### config.mk
export PLATFORM = sky130hd
export DESIGN_NAME = button_debounce_long_press_repeat_unit
export DESIGN_NICKNAME = d
export VERILOG_FILES = /design/src/design/bdlr_pkg.sv /design/src/design/bdlr_elapsed_cmp.sv /design/src/design/button_debounce_long_press_repeat_unit.sv
export SDC_FILE = /design/constraint.sdc
export NUM_CORES = 1
export LEC_CHECK = 0
export ABC_AREA = 1
export BUFFER_PORTS_ARGS = -buffer_cell sky130_fd_sc_hd__buf_2
export CORE_MARGIN = 3
export CORE_UTILIZATION = 55
export DETAILED_ROUTE_END_ITERATION = 8
export GPL_ROUTABILITY_DRIVEN = 0
export MAX_ROUTING_LAYER = met4
export PLACE_DENSITY_LB_ADDON = 0.3
export SKIP_LAST_GASP = 1
export SLEW_MARGIN = 15
export SYNTH_ARGS = -nofsm -noshare
export SYNTH_HDL_FRONTEND = slang
export SYNTH_SLANG_ARGS = --single-unit
### constraint.sdc
create_clock -name clock -period 15.85 [get_ports clock]
set_clock_uncertainty 0.15 [all_clocks]
set_input_delay 0.7925 -clock clock [delete_from_list [all_inputs] [get_ports clock]]
set_output_delay 0.7925 -clock clock [all_outputs]
set_load 0.005 [all_outputs]
### src/design/bdlr_pkg.sv
package bdlr_pkg;

   localparam int BUTTONS  = 8;
   localparam int IDX_W    = (BUTTONS > 1) ? $clog2(BUTTONS) : 1;
   localparam int PIN_W    = 8;
   localparam int TIME_W   = 32;
   localparam int CFG_W    = 16;
   localparam int KIND_W   = 2;
   localparam int BIDX_W   = 3;
   localparam int CSR_IDX_W = 2;

   localparam logic [CSR_IDX_W-1:0] REG_DEBOUNCE = CSR_IDX_W'(0);
   localparam logic [CSR_IDX_W-1:0] REG_LONG     = CSR_IDX_W'(1);
   localparam logic [CSR_IDX_W-1:0] REG_REPEAT   = CSR_IDX_W'(2);

   localparam logic [CFG_W-1:0] DEBOUNCE_RST = CFG_W'(50);
   localparam logic [CFG_W-1:0] LONG_RST     = CFG_W'(1000);
   localparam logic [CFG_W-1:0] REPEAT_RST   = CFG_W'(200);

   localparam logic [KIND_W-1:0] EV_NONE   = KIND_W'(0);
   localparam logic [KIND_W-1:0] EV_SHORT  = KIND_W'(1);
   localparam logic [KIND_W-1:0] EV_LONG   = KIND_W'(2);
   localparam logic [KIND_W-1:0] EV_REPEAT = KIND_W'(3);

   typedef struct packed {
      logic [TIME_W-1:0] now;
      logic [TIME_W-1:0] since;
      logic [CFG_W-1:0]  limit;
   } cmp_req_type;

endpackage

### src/design/bdlr_elapsed_cmp.sv
module bdlr_elapsed_cmp (
   input  bdlr_pkg::cmp_req_type cmp_req,
   output logic                  over
);

   logic [bdlr_pkg::TIME_W-1:0] delta;

   assign delta = cmp_req.now - cmp_req.since;
   assign over  = delta > {{(bdlr_pkg::TIME_W-bdlr_pkg::CFG_W){1'b0}}, cmp_req.limit};

endmodule

### src/design/button_debounce_long_press_repeat_unit.sv
// Button debounce with long press and auto-repeat. Each poll on req carries a
// 32-bit millisecond timestamp (bits 31:0) and eight active-low raw button
// levels (bits 39:32); every poll gives exactly one result on rsp: the event
// kind on rsp_tuser (0 none, 1 short, 2 long, 3 repeat) and the button index
// on rsp_tdata. Buttons are visited in index order, each in a debounce state
// and then a hold state, through one shared wrap-around elapsed-time subtract
// and compare: the debounce state checks the debounce timer, the hold state
// checks the hold or repeat timer. The scan stops at the first event; the
// finish state loads the result onto rsp, waiting while an earlier one is held
// there, and the next poll is taken back in the idle state; req_tready is low
// meanwhile. A finished result may wait on rsp while the next poll is taken.
// Registers 0 to 2 (debounce, long press and repeat times in ms, 16 bits) are
// written through csr; csr_ready is low while a scan is running.
module button_debounce_long_press_repeat_unit (
   input  logic        clock,
   input  logic        reset,
   input  logic        req_tvalid,
   output logic        req_tready,
   input  logic [39:0] req_tdata,   // now_ms[31:0], pin_levels[39:32]
   output logic        rsp_tvalid,
   input  logic        rsp_tready,
   output logic [7:0]  rsp_tdata,   // button_index[2:0], zero[7:3]
   output logic [bdlr_pkg::KIND_W-1:0]    rsp_tuser,   // event_kind[1:0]
   input  logic        csr_valid,
   output logic        csr_ready,
   input  logic [bdlr_pkg::CSR_IDX_W-1:0] csr_index,
   input  logic [bdlr_pkg::CFG_W-1:0]     csr_data
);

   typedef enum logic [1:0] {ST_IDLE, ST_DEBOUNCE, ST_HOLD, ST_FINISH} state_type;

   state_type                       state_ff;
   logic [bdlr_pkg::IDX_W-1:0]      idx_ff;
   logic [bdlr_pkg::TIME_W-1:0]     now_ff;
   logic [bdlr_pkg::PIN_W-1:0]      pins_ff;
   logic [bdlr_pkg::KIND_W-1:0]     kind_ff;
   logic                            rsp_valid_ff;
   logic [bdlr_pkg::KIND_W-1:0]     rsp_kind_ff;
   logic [bdlr_pkg::BIDX_W-1:0]     rsp_index_ff;
   logic [bdlr_pkg::CFG_W-1:0]      debounce_ff;
   logic [bdlr_pkg::CFG_W-1:0]      long_ff;
   logic [bdlr_pkg::CFG_W-1:0]      repeat_ff;

   logic                            raw_prev_ff    [bdlr_pkg::BUTTONS];
   logic                            stable_ff      [bdlr_pkg::BUTTONS];
   logic                            long_seen_ff   [bdlr_pkg::BUTTONS];
   logic [bdlr_pkg::TIME_W-1:0]     change_time_ff [bdlr_pkg::BUTTONS];
   logic [bdlr_pkg::TIME_W-1:0]     press_time_ff  [bdlr_pkg::BUTTONS];
   logic [bdlr_pkg::TIME_W-1:0]     repeat_time_ff [bdlr_pkg::BUTTONS];

   logic [bdlr_pkg::BUTTONS-1:0]    lvl_vec;
   logic                            level;
   logic [bdlr_pkg::TIME_W-1:0]     change_in;
   bdlr_pkg::cmp_req_type           cmp_req;
   logic                            over;
   logic                            accept_lvl;
   logic                            short_ev;
   logic                            hold_active;
   logic                            long_ev;
   logic                            rep_ev;
   logic                            last_btn;
   logic                            load_rsp;
   logic [bdlr_pkg::IDX_W+bdlr_pkg::BIDX_W-1:0] idx_ext;

   for (genvar b = 0; b < bdlr_pkg::BUTTONS; b++) begin : g_lvl
      if (b < bdlr_pkg::PIN_W) begin : g_pin
         assign lvl_vec[b] = pins_ff[b];
      end else begin : g_none
         assign lvl_vec[b] = 1'b1;
      end
   end

   assign level     = lvl_vec[idx_ff];
   assign change_in = (level != raw_prev_ff[idx_ff]) ? now_ff : change_time_ff[idx_ff];
   assign last_btn  = idx_ff == bdlr_pkg::IDX_W'(bdlr_pkg::BUTTONS - 1);
   assign idx_ext   = {{bdlr_pkg::BIDX_W{1'b0}}, idx_ff};
   assign load_rsp  = (state_ff == ST_FINISH) && (!rsp_valid_ff || rsp_tready);

   always_comb begin
      cmp_req.now = now_ff;
      if (state_ff == ST_DEBOUNCE) begin
         cmp_req.since = change_in;
         cmp_req.limit = debounce_ff;
      end else if (long_seen_ff[idx_ff]) begin
         cmp_req.since = repeat_time_ff[idx_ff];
         cmp_req.limit = repeat_ff;
      end else begin
         cmp_req.since = press_time_ff[idx_ff];
         cmp_req.limit = long_ff;
      end
   end

   bdlr_elapsed_cmp u_cmp (
      .cmp_req (cmp_req),
      .over    (over)
   );

   assign accept_lvl  = (state_ff == ST_DEBOUNCE) && over && (level != stable_ff[idx_ff]);
   assign short_ev    = accept_lvl && level && !long_seen_ff[idx_ff];
   assign hold_active = (state_ff == ST_HOLD) && !stable_ff[idx_ff];
   assign long_ev     = hold_active && !long_seen_ff[idx_ff] && over;
   assign rep_ev      = hold_active && long_seen_ff[idx_ff] && over;

   always_ff @(posedge clock) begin
      if (reset) begin
         for (int b = 0; b < bdlr_pkg::BUTTONS; b++) begin
            raw_prev_ff[b]    <= 1'b1;
            stable_ff[b]      <= 1'b1;
            long_seen_ff[b]   <= 1'b0;
            change_time_ff[b] <= '0;
            press_time_ff[b]  <= '0;
            repeat_time_ff[b] <= '0;
         end
      end else begin
         if (state_ff == ST_DEBOUNCE) begin
            raw_prev_ff[idx_ff]    <= level;
            change_time_ff[idx_ff] <= change_in;
         end
         if (accept_lvl) begin
            stable_ff[idx_ff] <= level;
            if (!level) begin
               press_time_ff[idx_ff] <= now_ff;
               long_seen_ff[idx_ff]  <= 1'b0;
            end
         end
         if (long_ev) begin
            long_seen_ff[idx_ff]   <= 1'b1;
            repeat_time_ff[idx_ff] <= now_ff;
         end
         if (rep_ev) begin
            repeat_time_ff[idx_ff] <= now_ff;
         end
      end
   end

   always_ff @(posedge clock) begin
      if (reset) begin
         state_ff     <= ST_IDLE;
         idx_ff       <= '0;
         kind_ff      <= bdlr_pkg::EV_NONE;
         rsp_valid_ff <= 1'b0;
         debounce_ff  <= bdlr_pkg::DEBOUNCE_RST;
         long_ff      <= bdlr_pkg::LONG_RST;
         repeat_ff    <= bdlr_pkg::REPEAT_RST;
      end else begin
         if (csr_valid && csr_ready) begin
            case (csr_index)
               bdlr_pkg::REG_DEBOUNCE: debounce_ff <= csr_data;
               bdlr_pkg::REG_LONG:     long_ff     <= csr_data;
               bdlr_pkg::REG_REPEAT:   repeat_ff   <= csr_data;
               default: ;
            endcase
         end
         if (load_rsp) begin
            rsp_valid_ff <= 1'b1;
         end else if (rsp_tready) begin
            rsp_valid_ff <= 1'b0;
         end
         case (state_ff)
            ST_IDLE: begin
               if (req_tvalid) begin
                  now_ff   <= req_tdata[31:0];
                  pins_ff  <= req_tdata[39:32];
                  idx_ff   <= '0;
                  kind_ff  <= bdlr_pkg::EV_NONE;
                  state_ff <= ST_DEBOUNCE;
               end
            end
            ST_DEBOUNCE: begin
               if (short_ev) begin
                  kind_ff  <= bdlr_pkg::EV_SHORT;
                  state_ff <= ST_FINISH;
               end else begin
                  state_ff <= ST_HOLD;
               end
            end
            ST_HOLD: begin
               if (long_ev) begin
                  kind_ff  <= bdlr_pkg::EV_LONG;
                  state_ff <= ST_FINISH;
               end else if (rep_ev) begin
                  kind_ff  <= bdlr_pkg::EV_REPEAT;
                  state_ff <= ST_FINISH;
               end else if (last_btn) begin
                  state_ff <= ST_FINISH;
               end else begin
                  idx_ff   <= idx_ff + 1'b1;
                  state_ff <= ST_DEBOUNCE;
               end
            end
            ST_FINISH: begin
               if (load_rsp) begin
                  rsp_kind_ff  <= kind_ff;
                  rsp_index_ff <= (kind_ff == bdlr_pkg::EV_NONE) ? '0 :
                                  idx_ext[bdlr_pkg::BIDX_W-1:0];
                  state_ff     <= ST_IDLE;
               end
            end
            default: state_ff <= ST_IDLE;
         endcase
      end
   end

   assign req_tready = state_ff == ST_IDLE;
   assign rsp_tvalid = rsp_valid_ff;
   assign rsp_tdata  = {5'b0_0000, rsp_index_ff};
   assign rsp_tuser  = rsp_kind_ff;
   assign csr_ready  = state_ff == ST_IDLE;

`ifndef SYNTH
   a_start_scan: assert property (@(posedge clock) disable iff (reset)
      (req_tvalid && req_tready) |=> (state_ff == ST_DEBOUNCE && idx_ff == '0))
      else $error("scan did not start at the first button");

   a_none_index: assert property (@(posedge clock) disable iff (reset)
      (rsp_tvalid && rsp_kind_ff == bdlr_pkg::EV_NONE) |-> (rsp_index_ff == '0))
      else $error("no-event result carries a nonzero button index");

   a_long_marks: assert property (@(posedge clock) disable iff (reset)
      long_ev |=> long_seen_ff[$past(idx_ff)])
      else $error("long event did not mark the button as held");

   a_event_stops: assert property (@(posedge clock) disable iff (reset)
      (short_ev || long_ev || rep_ev) |=> (state_ff == ST_FINISH))
      else $error("scan continued past an event");
`endif

endmodule

=== Yosys cells after proc, flatten, opt, wreduce, memory -nomap -nowiden ===
Memories as Yosys holds them, arrays and structs flattened. A register that Yosys moved wholly into a read port is not among the register bits.
Cells that the tools add are included.

* Add/subtract/negate cells: 2
* Magnitude comparators: 2
* Equality and inequality tests: 15
* Mux-type cells: 74
* Bitwise operators: 3
* Reductions and logical operators: 35

{| class="wikitable"
|+ Operator list
! cell !! count
|-
| 2-to-1 mux 32 bit || 5
|-
| 2-to-1 mux 48 bit || 2
|-
| OR reduction 32 bit || 3
|-
| 2-to-1 mux 3 bit || 22
|-
| > comparator 32 x 16 -> 1 bit || 1
|-
| 2-to-1 mux 1 bit || 32
|-
| subtractor 32 bit || 1
|-
| 2-to-1 mux 2 bit || 9
|-
| != test 2 bit, second input constant || 6
|-
| logical AND 1 bit || 11
|-
| one-hot mux 2 bit (4 select lines) || 1
|-
| AND reduction 2 bit || 4
|-
| == test 2 bit, second input constant || 3
|-
| logical NOT 2 bit || 3
|-
| one-hot mux 2 bit (3 select lines) || 1
|-
| one-hot mux 3 bit (2 select lines) || 1
|-
| AND reduction 3 bit || 2
|-
| AND reduction 5 bit || 1
|-
| == test 2 x 1 -> 1 bit, second input constant || 2
|-
| less-than comparator 3 x 4 -> 1 bit, second input constant || 1
|-
| AND reduction 4 bit || 1
|-
| nonzero test 2 bit || 2
|-
| adder 3 x 1 -> 3 bit, second input constant || 1
|-
| binary-select mux 1 bit (select 3 bit) || 1
|-
| other kinds (9) || 15
|}

* Flip-flop bits (word level): 101
* RAM bits: 792
* Input port bits: 63
* Output and inout port bits: 13
* Word-level logic and storage cells: 148
* Memories kept: 6

{| class="wikitable"
|+ Memory list
! name !! words !! width !! read ports !! clocked after Yosys merged registers in !! wr ports !! RTL line !! source
|-
| change_time_ff || 8 || 32 || 1 || 1 || 8 || button_debounce_long_press_repeat_unit.sv:47 || <nowiki>logic [bdlr_pkg::TIME_W-1:0] change_time_ff [bdlr_pkg::BUTTONS];</nowiki>
|-
| press_time_ff || 8 || 32 || 1 || 1 || 8 || button_debounce_long_press_repeat_unit.sv:48 || <nowiki>logic [bdlr_pkg::TIME_W-1:0] press_time_ff [bdlr_pkg::BUTTONS];</nowiki>
|-
| repeat_time_ff || 8 || 32 || 1 || 1 || 8 || button_debounce_long_press_repeat_unit.sv:49 || <nowiki>logic [bdlr_pkg::TIME_W-1:0] repeat_time_ff [bdlr_pkg::BUTTONS];</nowiki>
|-
| long_seen_ff || 8 || 1 || 1 || 1 || 8 || button_debounce_long_press_repeat_unit.sv:46 || <nowiki>logic long_seen_ff [bdlr_pkg::BUTTONS];</nowiki>
|-
| raw_prev_ff || 8 || 1 || 1 || 1 || 8 || button_debounce_long_press_repeat_unit.sv:44 || <nowiki>logic raw_prev_ff [bdlr_pkg::BUTTONS];</nowiki>
|-
| stable_ff || 8 || 1 || 1 || 1 || 8 || button_debounce_long_press_repeat_unit.sv:45 || <nowiki>logic stable_ff [bdlr_pkg::BUTTONS];</nowiki>
|}

=== Longest topological paths before layout ===
* Word-level depth: 15
* Mapped depth: 45
* Depth with buffers taken out: 42

=== Modules after synthesis ===
Synthesis repeated with hierarchy kept, for this count alone.

* Cell total of the unflattened synthesis: 4,439
* Area, all modules: 42,768.5 sq um

{| class="wikitable"
|+ Modules (own cells, without submodules)
! module !! instances !! cells an instance !! area an instance (sq um) !! seq. area each (sq um)
|-
| button_debounce_long_press_repeat_unit || 1 || 3,801 || 39,660.5 || 26,155.1
|-
| bdlr_elapsed_cmp || 1 || 638 || 3,108.0 || 0.0
|}

=== Least setup slack after synthesis ===
No wires, ideal clock.

* Path type: flip-flop to flip-flop
* Start: register with a tool-made name
* End: memory press_time_ff[0][0] in the netlist's numbering, enable pin
* Library setup time: 389 ps
* Arrival time: 5,621 ps
* Required time: 15,311 ps
* Setup slack: 9,689 ps
* Cell stages (with the launch flop): 37
* Path buffers: 8
* Period minus slack after synthesis: 6,161 ps
* Path through: dfxtp_1 -> buf_4 -> buf_2 -> buf_4 -> buf_2 -> buf_2 -> buf_2 -> a21oi_1 -> a221oi_1 -> o31ai_2 -> o21ai_0 -> ha_1 -> fa_1 -> inv_1 -> nand3_1 -> nand3_1 -> nand2_1 -> nand2_1 -> nand2_1 -> nand2_1 -> xor2_1 -> ha_1 -> nand2_1 -> nor3_1 -> nand2_1 -> nand2_1 -> nand2_1 -> nand2_1 -> nor2_1 -> nand4_1 -> nor3_2 -> nand2_4 -> nand4_4 -> or2_1 -> buf_4 -> buf_6 -> nand2_1

{| class="wikitable"
|+ RTL lines
! item !! RTL line
|-
| end: declaration || button_debounce_long_press_repeat_unit.sv:48
|}

==> impl_metrics.ini <==
[synthesis]
synth_top_area_share = 0.585
ys_seq_elements = 896
yosys.area.top_type = edfxtp_1
syn_inst = 4216
synth_area_leaders = edfxtp_1 58%, nor2_1 11%, o21ai_0 5.1%, nand2_1 4.1%, dfxtp_1 3.6%
syn-cell-area_um2 = 42200
yosysSeqAreaShare = 0.620
ys_warn_count = 0
avgSynthCellArea_um2 = 10.0
synthDistinctLibCells = 54

[power_and_ir_drop]
switchingPower_uw = 3800
clkPwrFrac = 0.244
p_comb_frac = 0.436
ir_worst_vdd_mv = 0.135
p_per_area_nw_per_um2 = 194
p_leak_uw = 0.0174
power_frac_seq = 0.320
intPower_uw = 5050
p_sw_frac = 0.429

[worst_setup_path]
cp_max_fo = 72
cp_slowest_stage_delay_ns = 1.05
path_common_cell = nand2_1
cp-end-kind = flip-flop
start_kind = flip-flop
critical_path_arrival_ns = 9.28
path_class = reg -> reg
required_ns = 15.96
cp_slowest_cell = nand2_2

[detailed_routing]
drtIter0Drc = 4783
vias_per_cell = 6.28
route.final.wire_length_mm = 127
drt_first_pass_iters = 7
postRouteAntennaNets = 0
wl_per_cell_um = 24.4
route.detailed.drc = 0
vias = 32600

[grt]
grt_start_max_net_pins = 165
antenna_found_initial = 0
grt_pass1_vias = 31000
grt-ovfl-total = 0
track_usage = 0.319
grt_pass1_wl_mm = 190

[die]
die-area_um2 = 80000
pin_count = 76
die_h_um = 283
num_rows = 100
floorplan.initialDensity = 0.561
die_w_um = 283
coreArea_um2 = 75200

[cts]
tritoncts = done
cts-root-buf = clkbuf_16
clock_latency_ns = 0.66
cts_inserted_buffers = 93
cts_sinks = 896
post_cts_resized = 0
hold_buffers = 0
cts_setup_buffers = 0
cts_buffer_depth = 3
clk_pin_slew_ns = 0.06
ctsHtreeMaxLevel = 3

[flow_run]
cap_violations = 0

[timing]
final-hold-violation-count = 0
rsz0062_at_grt = false
hold_slack_ns = 0.155
clock.fmax_ghz = 0.109
finalSetupViolCount = 0
max-slew-margin-rel = 0.228
min_period_over_period = 0.578
drv_slew = 0
max_slew.worst_pin.slew_ns = 1.15
fin_tns_setup_ns = 0
period_needed_ns = 9.17

[final_layout]
drive_above_1_share = 0.0970
n_antenna_cell = 0
fin_area_um2 = 45700
syn_to_final_growth_pct = 8.37
utilization = 0.608
final_nets = 4217
num-fill-cells = 6018

[placed_design]
post_dp_cell_area_um2 = 42800
dp_hpwl_mm = 76.1
port_buffers = 70

[worst_hold_path]
hold_path.class = in -> reg

[run_status]
status = finished, final reports clean
==> path summary, 6_finish.rpt <==
check                                          start                                 end  slack (ns)  cells past startpoint
worst max-delay path                       flip-flop  repeat_time_ff[0][7]$_SDFFCE_PN0P_        6.68                     36
worst min-delay path                   req_tdata[39]                lvl_vec[7]$_DFFE_PP_        0.16                      1
worst max register to register             flip-flop  repeat_time_ff[0][7]$_SDFFCE_PN0P_        6.68                     36
worst min register to register  stable_ff[7]$_DFF_P_                stable_ff[7]$_DFF_P_        0.31                      2
==> per-stage QoR <==
step	cells	setup slack [ns]	total power, uW
after floorplan	4220	9.69	5440
after global placement	5025	7.13	6570
after detailed placement	5025	6.91	6600
after CTS	5196	6.81	8750
after global routing	5196	5.98	9270
final	5196	6.68	8850
==> layout make-up <==
type                       instances  area [um2]  share of cell area
clock inverter                    54         473              0.0103
multi-input combinational       2834       14000               0.306
tap                             1020        1280              0.0279
inverter                         171         661              0.0145
timing repair buffer             104         656              0.0143
clock buffer                     117        2480              0.0543
sequential                       896       26200               0.572
==> cells in the mapped netlist, drive strengths merged <==
cell / number
fa: 1
nor3: 15
a21oi: 98
o221ai: 155
a21o: 1
a221oi: 18
o31ai: 5
a32oi: 1
nand3b: 1
a31oi: 52
conb: 1
clkbuf: 204
buf: 115
o21a: 1
mux2i: 12
nand2b: 2
nor2: 1278
ha: 53
xnor2: 3
and2: 1
a32o: 1
nand4: 16
o21ai: 434
nor3b: 1
inv: 142
a21boi: 1
o22ai: 10
a22o: 25
o21bai: 6
dfxtp: 75
nand3: 149
xor2: 13
edfxtp: 821
nand2: 463
or2: 9
o211ai: 4
clkinv: 29
==> metal layers <==
metal / vias up / GRT usage / share of wire
met3: 356 / 0.0591 / 0.11
met2: 2231 / 0.475 / 0.45
li1: 14400 / - / -
met5: - / - / 0
met4: 0 / 0.152 / 0.055
met1: 15600 / 0.425 / 0.38
==> registers in the layout, indices dropped and copies added (netlist names), named ones only <==
register,cells
lvl_vec,8
rsp_tuser,2
long_ff,16
idx_ff,3
repeat_ff,16
raw_prev_ff,8
rsp_index_ff,3
stable_ff,8
state_ff,2
repeat_time_ff,256
press_time_ff,256
kind_ff,2
rsp_tvalid,1
now_ff,32
debounce_ff,16
change_time_ff,256
long_seen_ff,8
==> power by group through the flow <==
stage          registers (uW)  clock network (uW)  logic, uW
3_5_place_dp             2880                   0       3720
6_report                 2840                2160       3860
5_1_grt                  2850                2250       4170
2_1_floorplan            2820                   0       2620
3_3_place_gp             2880                   0       3690
4_1_cts                  2830                2160       3750
==> worst max-delay path, delay by kind of cell (launching register included) <==
family	cells	cell delay, ns
AO/OA/AOI/OAI	4	1.36
XOR/XNOR	1	0.16
adder cells (fa/ha/maj)	2	0.56
buffers and inverters	5	1.79
flip-flops	1	0.69
AND/OR/NAND/NOR	24	3.92
==> cell usage in the layout, fill, tap and decap left out, drive strengths merged, types with 2 or more instances in the layout <==
cell type and n:
o21ai 434, o221ai 155, nand4 16, clkinv 70, nor2 1278, nand3 149, conb 5, a221oi 18
clkbuf 117, or2 9, a22o 25, mux2i 12, inv 145, bufinv 8, xnor2 3, o211ai 4
o21bai 6, nor3 15, a21oi 98, a31oi 52, o31ai 5, clkinvlp 2, ha 53, nand2b 2
edfxtp 821, xor2 13, dfxtp 75, o22ai 10, buf 104, nand2 463
==> logic make-up after synthesis <==
kind of cell	count (synthesis)	share of synthesized area
simple gates	1935	0.185
flops	896	0.620
compound gates	812	0.121
buf+inv	490	0.0512
fa+ha+maj	54	0.0162
xor+xnor	16	0.00332
mux	12	0.00285
other cells	1	0.0000889
Note: power is estimated with default switching activity, not from simulation.
